`config.mk`:
```
export PLATFORM = sky130hd
export DESIGN_NAME = memory_test_pattern_engine
export DESIGN_NICKNAME = d
export VERILOG_FILES = /design/src/hw/rtl/mtpe_pkg.sv /design/src/hw/rtl/memory_test_pattern_engine.sv /design/src/hw/rtl/mtpe_step.sv
export VERILOG_INCLUDE_DIRS = /design/src /design/src/hw/rtl
export SDC_FILE = /design/constraint.sdc
export NUM_CORES = 1
export LEC_CHECK = 0
export ABC_AREA = 1
export BUFFER_PORTS_ARGS = -buffer_cell sky130_fd_sc_hd__buf_2
export CAP_MARGIN = 20
export CELL_PAD_IN_SITES_DETAIL_PLACEMENT = 0
export CELL_PAD_IN_SITES_GLOBAL_PLACEMENT = 1
export CORE_ASPECT_RATIO = 0.9
export CORE_MARGIN = 2
export CORE_UTILIZATION = 45
export CTS_CLUSTER_SIZE = 8
export DETAILED_ROUTE_END_ITERATION = 7
export PLACE_DENSITY = 0.86
export SKIP_CTS_REPAIR_TIMING = 1
export SLEW_MARGIN = 20
export SYNTH_ARGS = -nofsm -noshare
export SYNTH_HDL_FRONTEND = slang
export SYNTH_SLANG_ARGS = --single-unit
```
`constraint.sdc`:
```
create_clock -name clk -period 11.38 [get_ports clk]
set_input_delay 0.569 -clock clk [delete_from_list [all_inputs] [get_ports clk]]
set_output_delay 0.569 -clock clk [all_outputs]
set_load 0.03 [all_outputs]
```
`src/hw/rtl/memory_test_pattern_engine_macros.svh`:
```
// Assertion macros for the memory test pattern engine.
// Used by the top level only; relies on clk and arst_n being in scope.
`ifndef MEMORY_TEST_PATTERN_ENGINE_MACROS_SVH
`define MEMORY_TEST_PATTERN_ENGINE_MACROS_SVH

// Same-cycle implication, quiet while reset is asserted
`define MTPE_ASSERT_NOW(lbl, ante, cons, msg) \
	lbl: assert property (@(posedge clk) disable iff (!arst_n) (ante) |-> (cons)) \
		else $error(msg);

// Next-cycle implication, quiet while reset is asserted
`define MTPE_ASSERT_NEXT(lbl, ante, cons, msg) \
	lbl: assert property (@(posedge clk) disable iff (!arst_n) (ante) |=> (cons)) \
		else $error(msg);

`endif

```
`src/hw/rtl/mtpe_pkg.sv`:
```
// Shared types, codes and helpers for the memory test pattern engine.
// No dependencies; used by mtpe_step and memory_test_pattern_engine.
package mtpe_pkg;

	// Pattern kinds
	localparam logic [1:0] KIND_FIXED = 2'd0;
	localparam logic [1:0] KIND_INCR  = 2'd1;
	localparam logic [1:0] KIND_ANTI  = 2'd2;

	// Width codes
	localparam logic [1:0] WC_BYTE1 = 2'd0;
	localparam logic [1:0] WC_BYTE2 = 2'd1;
	localparam logic [1:0] WC_BYTE4 = 2'd2;
	localparam logic [1:0] WC_BAD   = 2'd3;

	// Step functions
	localparam logic FUNC_WRITE = 1'b0;
	localparam logic FUNC_CHECK = 1'b1;

	// Register indexes on the config port
	localparam int unsigned REG_IDX_W = 3;
	localparam logic [REG_IDX_W-1:0] REG_SEED  = 3'd0;
	localparam logic [REG_IDX_W-1:0] REG_KIND  = 3'd1;
	localparam logic [REG_IDX_W-1:0] REG_WCODE = 3'd2;
	localparam logic [REG_IDX_W-1:0] REG_RCODE = 3'd3;
	localparam logic [REG_IDX_W-1:0] REG_BASE  = 3'd4;

	typedef struct packed {
		logic [31:0] seed;
		logic [1:0]  kind;
		logic [1:0]  wcode;
		logic [1:0]  rcode;
		logic [31:0] base;
	} cfg_t;

	typedef struct packed {
		logic [31:0] counter;
		logic [31:0] held;
		logic [1:0]  piece;
		logic [31:0] unit_index;
		logic        fail;
	} state_t;

	typedef struct packed {
		logic [31:0] unit_address;
		logic [31:0] pattern_value;
		logic        mismatch;
		logic        pass_failed;
		logic        width_error;
	} result_t;

	// Value mask for a width code (invalid code keeps all bits)
	function automatic logic [31:0] width_mask(input logic [1:0] code);
		logic [31:0] m;
		unique case (code)
			WC_BYTE1: m = 32'h0000_00FF;
			WC_BYTE2: m = 32'h0000_FFFF;
			default:  m = 32'hFFFF_FFFF;
		endcase
		return m;
	endfunction

endpackage

```
`src/hw/rtl/memory_test_pattern_engine.sv`:
```
// Memory test pattern engine: generates write data and checks read data.
// Depends on mtpe_pkg, mtpe_step and memory_test_pattern_engine_macros.svh.
//
// Each input beat is a write-pass or check-pass step and produces exactly one
// output beat with the unit address, the pattern value and the check flags.
// A beat is captured in an input register, the step logic runs in the next
// cycle against the engine state and lands in the output register, and one
// beat is taken every cycle while the output side keeps up; the single step
// stage with its state update sets that rate.
// Configuration registers are written through cfg_we/cfg_index/cfg_wdata and
// must only change while no beat is in flight.
`include "memory_test_pattern_engine_macros.svh"

module memory_test_pattern_engine (
	input  logic                             clk,
	input  logic                             arst_n,
	// config write port
	input  logic                             cfg_we,
	input  logic [mtpe_pkg::REG_IDX_W-1:0]   cfg_index,
	input  logic [31:0]                      cfg_wdata,
	// input stream
	input  logic                             s_axis_tvalid,
	output logic                             s_axis_tready,
	input  logic [31:0]                      s_axis_tdata,  // [31:0] read_data
	input  logic [1:0]                       s_axis_tuser,  // [0] func, [1] first_item
	input  logic                             s_axis_tlast,  // last_item
	// result stream
	output logic                             m_axis_tvalid,
	input  logic                             m_axis_tready,
	// [31:0] unit_address, [63:32] pattern_value, [64] mismatch,
	// [65] pass_failed, [66] width_error, [71:67] zero
	output logic [71:0]                      m_axis_tdata,
	output logic                             m_axis_tlast   // end_of_pass
);
	import mtpe_pkg::*;

	cfg_t        cfg_q;
	state_t      state_q;
	state_t      state_nxt;
	result_t     step_res;

	logic        valid_s1;
	logic        func_s1;
	logic        first_s1;
	logic        last_s1;
	logic [31:0] rdata_s1;
	logic        adv_s1;

	logic        out_valid_q;
	result_t     out_res_q;
	logic        out_last_q;

	// Configuration registers
	always_ff @(posedge clk or negedge arst_n) begin
		if (!arst_n) begin
			cfg_q.seed  <= '0;
			cfg_q.kind  <= KIND_INCR;
			cfg_q.wcode <= WC_BYTE4;
			cfg_q.rcode <= WC_BYTE4;
			cfg_q.base  <= '0;
		end else if (cfg_we) begin
			unique case (cfg_index)
				REG_SEED:  cfg_q.seed  <= cfg_wdata;
				REG_KIND:  cfg_q.kind  <= cfg_wdata[1:0];
				REG_WCODE: cfg_q.wcode <= cfg_wdata[1:0];
				REG_RCODE: cfg_q.rcode <= cfg_wdata[1:0];
				REG_BASE:  cfg_q.base  <= cfg_wdata;
				default:   ;
			endcase
		end
	end

	// Stage 1 moves on when the output register is free or being drained
	assign adv_s1        = valid_s1 && (!out_valid_q || m_axis_tready);
	assign s_axis_tready = !valid_s1 || adv_s1;

	// Input register
	always_ff @(posedge clk or negedge arst_n) begin
		if (!arst_n) begin
			valid_s1 <= 1'b0;
		end else if (s_axis_tready) begin
			valid_s1 <= s_axis_tvalid;
		end
	end

	always_ff @(posedge clk) begin
		if (s_axis_tready && s_axis_tvalid) begin
			func_s1  <= s_axis_tuser[0];
			first_s1 <= s_axis_tuser[1];
			last_s1  <= s_axis_tlast;
			rdata_s1 <= s_axis_tdata;
		end
	end

	// Step logic
	mtpe_step u_step (
		.cfg        (cfg_q),
		.state_cur  (state_q),
		.func       (func_s1),
		.first_item (first_s1),
		.read_data  (rdata_s1),
		.res        (step_res),
		.state_nxt  (state_nxt)
	);

	// Engine state advances once per stepped beat
	always_ff @(posedge clk or negedge arst_n) begin
		if (!arst_n) begin
			state_q <= '0;
		end else if (adv_s1) begin
			state_q <= state_nxt;
		end
	end

	// Output register
	always_ff @(posedge clk or negedge arst_n) begin
		if (!arst_n) begin
			out_valid_q <= 1'b0;
		end else if (adv_s1) begin
			out_valid_q <= 1'b1;
		end else if (m_axis_tready) begin
			out_valid_q <= 1'b0;
		end
	end

	always_ff @(posedge clk) begin
		if (adv_s1) begin
			out_res_q  <= step_res;
			out_last_q <= last_s1;
		end
	end

	assign m_axis_tvalid = out_valid_q;
	assign m_axis_tlast  = out_last_q;
	assign m_axis_tdata  = {5'd0, out_res_q.width_error, out_res_q.pass_failed,
		out_res_q.mismatch, out_res_q.pattern_value, out_res_q.unit_address};

	// Checks
	`MTPE_ASSERT_NOW(a_werr_zero, out_valid_q && out_res_q.width_error, out_res_q.unit_address == 32'd0 && out_res_q.pattern_value == 32'd0 && !out_res_q.mismatch, "width error beat carries data")
	`MTPE_ASSERT_NOW(a_mism_fail, out_valid_q && out_res_q.mismatch, out_res_q.pass_failed, "mismatch without sticky fail")
	`MTPE_ASSERT_NEXT(a_fail_kept, adv_s1 && step_res.mismatch, state_q.fail, "fail flag not recorded")
	`MTPE_ASSERT_NEXT(a_s1_hold, valid_s1 && !adv_s1, valid_s1, "stalled step lost")

endmodule

```
`src/hw/rtl/mtpe_step.sv`:
```
// One step of the pattern engine: result and next state from the current state.
// Purely combinational; depends on mtpe_pkg.
module mtpe_step (
	input  mtpe_pkg::cfg_t    cfg,
	input  mtpe_pkg::state_t  state_cur,
	input  logic              func,
	input  logic              first_item,
	input  logic [31:0]       read_data,
	output mtpe_pkg::result_t res,
	output mtpe_pkg::state_t  state_nxt
);
	import mtpe_pkg::*;

	state_t      st;
	logic        incr;
	logic        anti;
	logic        werr;
	logic [31:0] wm;
	logic [31:0] rm;
	logic [31:0] c;
	logic [31:0] c_inc;
	logic [31:0] v0, v1, v2, v3;
	logic [1:0]  p_max;
	logic [1:0]  p;
	logic [31:0] held_new;
	logic [31:0] val;
	logic        mism;
	logic [1:0]  ucode;

	// Restart applied ahead of the step
	always_comb begin
		st = state_cur;
		if (first_item) begin
			st.unit_index = '0;
			st.fail       = 1'b0;
			st.piece      = '0;
			st.held       = '0;
			st.counter    = cfg.seed & width_mask(cfg.wcode);
		end
	end

	assign incr  = (cfg.kind == KIND_INCR);
	assign anti  = (cfg.kind == KIND_ANTI);
	assign werr  = (cfg.wcode == WC_BAD) ||
		((func == FUNC_CHECK) && !anti && (cfg.rcode == WC_BAD));
	assign wm    = width_mask(cfg.wcode);
	assign rm    = width_mask(cfg.rcode);
	assign c     = st.counter & wm;
	assign c_inc = (c + 32'd1) & wm;

	// Lane values when packing several write units into one read unit
	assign v0 = incr ? c           : cfg.seed;
	assign v1 = incr ? c + 32'd1   : cfg.seed;
	assign v2 = incr ? c + 32'd2   : cfg.seed;
	assign v3 = incr ? c + 32'd3   : cfg.seed;

	// Piece selection when splitting a write unit into read units
	assign p_max    = (cfg.wcode - cfg.rcode == 2'd1) ? 2'd1 : 2'd3;
	assign p        = (st.piece > p_max) ? 2'd0 : st.piece;
	assign held_new = (p == 2'd0) ? (incr ? c : (cfg.seed & wm)) : st.held;

	// Pattern value, compare and state update
	always_comb begin
		state_nxt = st;
		val       = '0;
		mism      = 1'b0;
		ucode     = cfg.wcode;
		if (werr) begin
			val = '0;
		end else if (func == FUNC_WRITE) begin
			val = anti ? {24'd0, ~c[7:0]} : c;
			if (incr || anti) begin
				state_nxt.counter = c_inc;
			end
		end else if (anti) begin
			val               = {24'd0, ~c[7:0]};
			state_nxt.counter = c_inc;
			mism              = ((read_data & wm) != val);
		end else begin
			ucode = cfg.rcode;
			if (cfg.wcode > cfg.rcode) begin
				// wide write unit checked piece by piece, little-endian
				state_nxt.held  = held_new;
				state_nxt.piece = (p == p_max) ? 2'd0 : p + 2'd1;
				if ((p == 2'd0) && incr) begin
					state_nxt.counter = c_inc;
				end
				if (cfg.rcode == WC_BYTE1) begin
					val = {24'd0, held_new[{p, 3'b000} +: 8]};
				end else begin
					val = {16'd0, held_new[{p[0], 4'b0000} +: 16]};
				end
			end else if (cfg.wcode < cfg.rcode) begin
				// narrow write units packed into one read unit
				unique case ({cfg.wcode, cfg.rcode})
					{WC_BYTE1, WC_BYTE2}: val = {16'd0, v1[7:0], v0[7:0]};
					{WC_BYTE1, WC_BYTE4}: val = {v3[7:0], v2[7:0], v1[7:0], v0[7:0]};
					{WC_BYTE2, WC_BYTE4}: val = {v1[15:0], v0[15:0]};
					default:              val = '0;
				endcase
				if (incr) begin
					if (cfg.wcode == WC_BYTE1 && cfg.rcode == WC_BYTE4) begin
						state_nxt.counter = (c + 32'd4) & wm;
					end else begin
						state_nxt.counter = (c + 32'd2) & wm;
					end
				end
			end else begin
				val = incr ? c : (cfg.seed & wm);
				if (incr) begin
					state_nxt.counter = c_inc;
				end
			end
			mism = ((read_data & rm) != val);
		end
		if (!werr) begin
			state_nxt.unit_index = st.unit_index + 32'd1;
			state_nxt.fail       = st.fail | mism;
		end
	end

	// Result fields
	always_comb begin
		res.unit_address  = werr ? 32'd0 : cfg.base + (st.unit_index << ucode);
		res.pattern_value = val;
		res.mismatch      = mism;
		res.pass_failed   = state_nxt.fail;
		res.width_error   = werr;
	end

endmodule

```
==> impl_metrics.toml, run 1 <==
[clock_network]
cts.sink_count = 274
insertion_delay_ps = 570
cts.clk_slew.worst_paths_ps = 60
htreeDepth = 2
cts_root_buf = "clkbuf_16"
clock_path_buffers = 3
cts_buffers = 41
cts_tree = "done"

[critical_path]
critPathLaunch = "cfg_q[36]$_DFFE_PN1P_"
cp_max_fo = 32
required_ps = 11690
cp.arrival_ps = 7420
cp-end-kind = "flop"
crit_type = "reg2reg"
setup.worst_path.start_class = "flop"
rr_startpoint = "cfg_q[36]$_DFFE_PN1P_"
rrSetupSlack_ps = 4280

[synth]
yosysTopAreaCell = "dfrtp_1"
async_flop_share_pct = 62.4
ys_ff_latch = 274
synthCells = 2981
netlist.area_leader.share_pct = 20.4
yosysWarnings = 0
syn_avg_cell_area_um2 = 6.91
synthFlopType = "dfrtp_1"
yosys-top-cells-area = "dfrtp_1, nand2_1, edfxtp_1"
synth_seq_area_share_pct = 35.8
synth_edf_count = 103
synth_area_um2 = 20600
ys_types = 71

[route]
vias_per_cell = 6.12
drt_iter0_markers = 3597
antenna_left = 0
drc = 0
drtPass1Iterations = 6
wl_per_cell_um = 26.4
wl_um = 97800
vias = 22700

[sta]
finClkSkew_ps = 18.3
hold_viol = 9
holdWs_ps = -10.5
relSlewSlack_pct = 25.0
finalSetupViolCount = 0
min_period_ps = 7100
grt_setup_unrepaired = "false"
tightest_slew_ps = 1110
fmax_mhz = 141
finalCritPeriodShare_pct = 62.4
fin_setup_tns_ps = 0
slew_violations = 0

[cells_and_area]
final_nets = 3188
mostFrequentLayoutCells = "nand2_1, inv_1, o21ai_0"
nFillCells = 4505
drive_gt1_share_pct = 10.7
syn_to_final_growth_pct = 11.4
final_common_cell = "nand2_1"

[power]
power_frac_comb_pct = 48.2
static-leakage-power_nw = 10.4
worst_ir_drop_vdd_mv = 0.136
power_switching_share_pct = 48.6
switchingPower_mw = 2.45
total_power_mw = 5.05
p_clk_share_pct = 23.3
power_density_nw_per_um2 = 220
sequentialPowerShare_pct = 28.5
internal_power_mw = 2.59

[floorplanning]
ioPinCount = 150
rows = 74
die_w_um = 230
coreArea_um2 = 45300
start_util_pct = 45.5
dieHeight_um = 207
die-area_um2 = 47500

[status]
status = "finished, violations left"
violations = "hold timing"

[placed_design]
io_buffers = 144
gp_congestion = 1.05
dpl.hpwl_um = 75000

[worst_hold_path]
hp-class = "in2async"

[global_route]
grt_max_degree = 77
grt_pass1_wl_um = 141000
gr-total-overflow = 0
antenna_found_initial = 6
grtUsageTotal_pct = 40.7
grt_pass1_vias = 20600

[run]
cap_violations = 0
## synth_stat cells, drive strengths merged (2+ instances only)
cell	number
nand2	872
inv	343
o21ai	322
nand3	278
nor2	236
dfrtp	168
a21oi	155
edfxtp	103
clkbuf	70
buf	69
o211ai	56
ha	43
xor2	37
nor3	27
nand4	25
xnor2	18
o22ai	17
a31oi	16
o221ai	16
nor4	13
o21a	13
o22a	13
a221oi	10
o2111ai	8
a21boi	7
or2	6
clkinv	5
nand3b	5
and2	3
dfstp	3
o21bai	3
o31ai	3
a311oi	2
fa	2
o32ai	2
o41ai	2
## through the flow
stage	hold WS [ps]	instances	setup slack [ps]	utilization [%]	instance area [µm²]
finish	-10.5	3708	4280	50.7	23000
global route	23.7	3706	3670	50.7	22900
CTS	-6.42	3706	4540	50.7	22900
detailed placement	407	3633	4550	48.0	21700
global placement	419	3632	4710	47.9	21700
floorplan	273	2985	6510	-	20600
## critical path: stages (launching register included)
cell,delay [ps]
dfstp_2,540
inv_1,40
ha_1,430
nor2_8,620
a32oi_4,220
inv_2,90
nor2_1,60
nand2_2,190
inv_2,150
o21ai_2,160
buf_4,330
inv_1,480
nor4_1,350
ha_1,230
inv_1,60
fa_1,400
inv_1,80
nand3_1,70
nand2_1,120
a21oi_1,110
o21ai_0,340
a21boi_0,360
o21ai_0,470
a21oi_1,170
o21ai_0,380
a21oi_1,140
o21ai_0,170
a21oi_1,60
## path summary, 6_finish.rpt
| path | endpoint | cells after the start |
|---|---|---|
| setup / recovery | m_axis_tdata[22]$_SDFFCE_PN0P_ | 27 |
| hold / removal | state_q[92]$_DFFE_PN0P_ | 1 |
| setup reg to reg | m_axis_tdata[22]$_SDFFCE_PN0P_ | 27 |
| hold reg to reg | m_axis_tlast$_DFFE_PP_ | 0 |
| max in group asynchronous | cfg_q[43]$_DFFE_PN0P_ | 3 |
| min in group clk | rdata_s1[27]$_DFFE_PP_ | 1 |
## power groups by stage
stage          Clock [mW]  Sequential (mW)  Combinational (mW)
2_1_floorplan           0             1.51                1.39
3_3_place_gp            0             1.44                2.31
3_5_place_dp            0             1.45                2.32
4_1_cts              1.18             1.43                2.33
5_1_grt              1.22             1.45                2.60
6_report             1.18             1.44                2.43
## routing by layer
layer	track usage [%]	part of all wire, %
met2	56.7	39
met4	15.9	4.4
met3	9.95	13
met5	0	0.013
met1	60.3	44
## area by class of cell
cell class / count / area [µm²] / area share, %
antenna: 2 / 5.00 / 0.0218
sequential: 274 / 7380 / 32.1
timing repair buffer: 179 / 1010 / 4.40
clock inverter: 5 / 50.0 / 0.218
clock buffer: 68 / 1170 / 5.09
tap: 608 / 761 / 3.31
inverter: 348 / 1310 / 5.72
multi-input combinational: 2224 / 11300 / 49.1
## state kept, by name, summed over array words and instances (netlist names)
signal	cells
state_q	99
last_s1	1
m_axis_tlast	1
first_s1	1
valid_s1	1
m_axis_tdata	67
m_axis_tvalid	1
func_s1	1
cfg_q	70
rdata_s1	32
## logic make-up (layout without fill, tap and decap cells)
group,after synthesis,after routing,synth area share [%]
xor gates and xnor gates,55,55,2.34
and+or+nand+nor,1465,1465,30.3
buffers and inverters,487,600,9.75
DFF,274,274,35.8
other,1,7,0.0182
adders and majority gates,45,45,2.81
AOI/OAI and AO/OA,654,654,19.0
No activity file was read; power rests on OpenSTA's default activity.
==> run 2, diff against run 1 <==
ABC_AREA = 0   (was 1)
CORE_UTILIZATION = 43   (was 45)
PLACE_DENSITY = 0.82   (was 0.86)
clock period = 5.8 ns   (was 11.38 ns; I/O delays follow)
==> run 2 against run 1 <==
Effect of this change: the run still ends with hold timing left; synthesized cell count shrank 25%; die area grew 0.52%; clock-buffer cell count grew 1; synthesized area shrank 3.9%; critical path type unchanged; largest cell class unchanged.
==> impl_metrics.toml, run 2 <==
[status]
status = "finished, violations left"
violations = "hold timing"

[sta]
relSlewSlack_pct = 33.2
finalSetupViolCount = 0
min_period_ps = 5570
holdWs_ps = -2.33
fmax_mhz = 179
setup_ws_ps = 226
finClkSkew_ps = 24.2
finalCritPeriodShare_pct = 96.1
slew_violations = 0
hold_viol = 1
fin_setup_tns_ps = 0
grt_setup_unrepaired = "false"
tightest_slew_ps = 995

[cells_and_area]
final_nets = 2583
largest_register_ffs = 99
largest_register = "state_q"
mostFrequentLayoutCells = "nand2_1, nor2_1, o21ai_0"
syn_to_final_growth_pct = 18.5
final_common_cell = "nand2_1"
diodes = 0
final_cell_count_no_fill = 3100
drive_gt1_share_pct = 18.4

[clock_network]
clock_path_buffers = 3
cts_root_buf = "clkbuf_16"
cts.clk_slew.worst_paths_ps = 50
cts_buffers = 40
cts_tree = "done"
insertion_delay_ps = 570
cts.sink_count = 274
htreeDepth = 2

[route]
vias_per_cell = 6.49
vias = 20100
wl_per_cell_um = 29.4
wl_um = 91000
drt_iter0_markers = 2567
antenna_left = 0
drtPass1Iterations = 7
drc = 0

[synth]
syn_avg_cell_area_um2 = 8.84
synth_seq_area_share_pct = 37.3
yosysTopAreaCell = "dfrtp_1"
synthCells = 2239
netlist.area_leader.share_pct = 21.2
yosysWarnings = 0
synth_common_cells = "nand2_1, nor2_1, o21ai_0"
synthFlopType = "dfrtp_1"
synth_area_um2 = 19800
ys_ff_latch = 274
ys_types = 88
async_flop_share_pct = 62.4
yosys-top-cells-area = "dfrtp_1, edfxtp_1, nand2_1"
synth_edf_count = 103
yosysMostFrequentCell = "nand2_1"

[worst_hold_path]
hold_depth = 2
hp-class = "in2reg"
holdPathEnd = "cfg_q[64]$_DFFE_PN0P_"
hp-start = "cfg_wdata[26]"

[power]
sequentialPowerShare_pct = 29.2
total_power_mw = 9.59
p_clk_share_pct = 23.4
static-leakage-power_nw = 9.21
switchingPower_mw = 4.33
power_frac_comb_pct = 47.4
power_density_nw_per_um2 = 409
internal_power_mw = 5.27
worst_ir_drop_vdd_mv = 0.346
power_switching_share_pct = 45.1

[placed_design]
io_buffers = 144
place_ws_ps = 152
gp_congestion = 1.01
dpl.hpwl_um = 68200
dp.cells = 2982

[global_route]
grt_pass1_vias = 18900
gr-total-overflow = 0
grt_pass1_wl_um = 132000
antenna_found_initial = 0
grtUsageTotal_pct = 37.3
grt_max_degree = 104

[floorplanning]
start_util_pct = 43.6
die-area_um2 = 47800
ioPinCount = 150
dieHeight_um = 208
coreArea_um2 = 45400
die_w_um = 230
rows = 74

[critical_path]
rrSetupSlack_ps = 230
rr_startpoint = "cfg_q[35]$_DFFE_PN1P_"
crit_type = "reg2reg"
cp-end-kind = "flop"
setup.worst_path.start_class = "flop"
required_ps = 6110
worst-r2r-cell-count = 19
r2r_end = "m_axis_tdata[65]$_DFFE_PP_"
cp_max_fo = 17
cp.arrival_ps = 5880

[run]
cap_violations = 0
-- run 2: changes by cell type in the layout (fill, tap and decap cells not counted), sizes merged, moves of 57 or more --
| cell | previous run | this run |
|---|---|---|
| buf | 179 | 278 |
| mux2 | 0 | 71 |
| nand3 | 278 | 73 |
| nor2 | 236 | 172 |
| inv | 345 | 47 |
| a211oi | 1 | 58 |
| nand2 | 872 | 235 |
| mux2i | 0 | 57 |
| o21ai | 322 | 176 |
-- run 2: how the worst max path moves through the flow --
stage                           from  slack (ps)                              to
3_3_place_gp   cfg_q[35]$_DFFE_PN1P_         240      m_axis_tdata[65]$_DFFE_PP_
3_5_place_dp   cfg_q[36]$_DFFE_PN1P_         150  m_axis_tdata[29]$_SDFFCE_PN0P_
2_1_floorplan  cfg_q[36]$_DFFE_PN1P_         120  m_axis_tdata[29]$_SDFFCE_PN0P_
6_report       cfg_q[35]$_DFFE_PN1P_         230      m_axis_tdata[65]$_DFFE_PP_
4_1_cts        cfg_q[36]$_DFFE_PN1P_         120  m_axis_tdata[29]$_SDFFCE_PN0P_
5_1_grt        cfg_q[36]$_DFFE_PN1P_          10  m_axis_tdata[29]$_SDFFCE_PN0P_
-- run 2: area by class of cell --
cell class | instances | area, µm²
fill | 4304 | 21900
multi-input combinational | 1775 | 11700
sequential | 274 | 7380
timing repair buffer | 325 | 2230
clock buffer | 69 | 1150
tap | 608 | 761
inverter | 47 | 179
clock inverter | 2 | 17.5
-- run 2: cell families after synthesis --
family / count (synthesis) / synth area share (%)
compound gates: 689 / 23.1
xor+xnor: 92 / 4.07
fa+ha+maj: 45 / 2.92
buf+inv: 194 / 3.93
flops: 274 / 37.3
mux: 142 / 8.52
other cells: 1 / 0.0189
simple gates: 802 / 20.2
-- run 2: worst max-delay path, stage by stage, from the launching register on --
cell       delay, ps
dfstp_2          520
clkinv_1         100
fa_1             500
nor2b_2          280
ha_1             300
nand2b_1         170
and2_1           160
inv_1             80
ha_1             350
nor2_1           100
buf_4            230
a2bb2oi_1        450
o221ai_1         210
buf_4            190
o21ai_0          380
o2111ai_1        210
nor4_1           230
nand4_1          110
or3_1            490
a22o_1           230
-- run 2: through the flow --
stage                     cell area (µm²)  util [%]  hold WS (ps)
after floorplan                     19800         -         -5.59
after CTS                           22900      50.6          -212
after global placement              21800      48.0           382
after detailed placement            21800      48.0           384
after global routing                23500      51.7         -3.62
final                               23500      51.7         -2.33
-- run 2: metal layers --
layer  share of wire [%]  GRT usage (%)  vias to the layer above
met1                  45           56.3                     9928
met2                  41           52.0                     1131
met4                 2.8           10.2                        0
met3                  11           10.1                      159
li1                    -              -                     8894
met5                   0              0                        -
-- run 2: power groups by stage --
stage / clock [mW] / sequential [mW] / combinational [mW]
2_1_floorplan: 0 / 2.84 / 2.48
4_1_cts: 2.28 / 2.78 / 4.35
3_3_place_gp: 0 / 2.80 / 4.32
3_5_place_dp: 0 / 2.81 / 4.33
6_report: 2.25 / 2.80 / 4.55
5_1_grt: 2.36 / 2.82 / 4.79
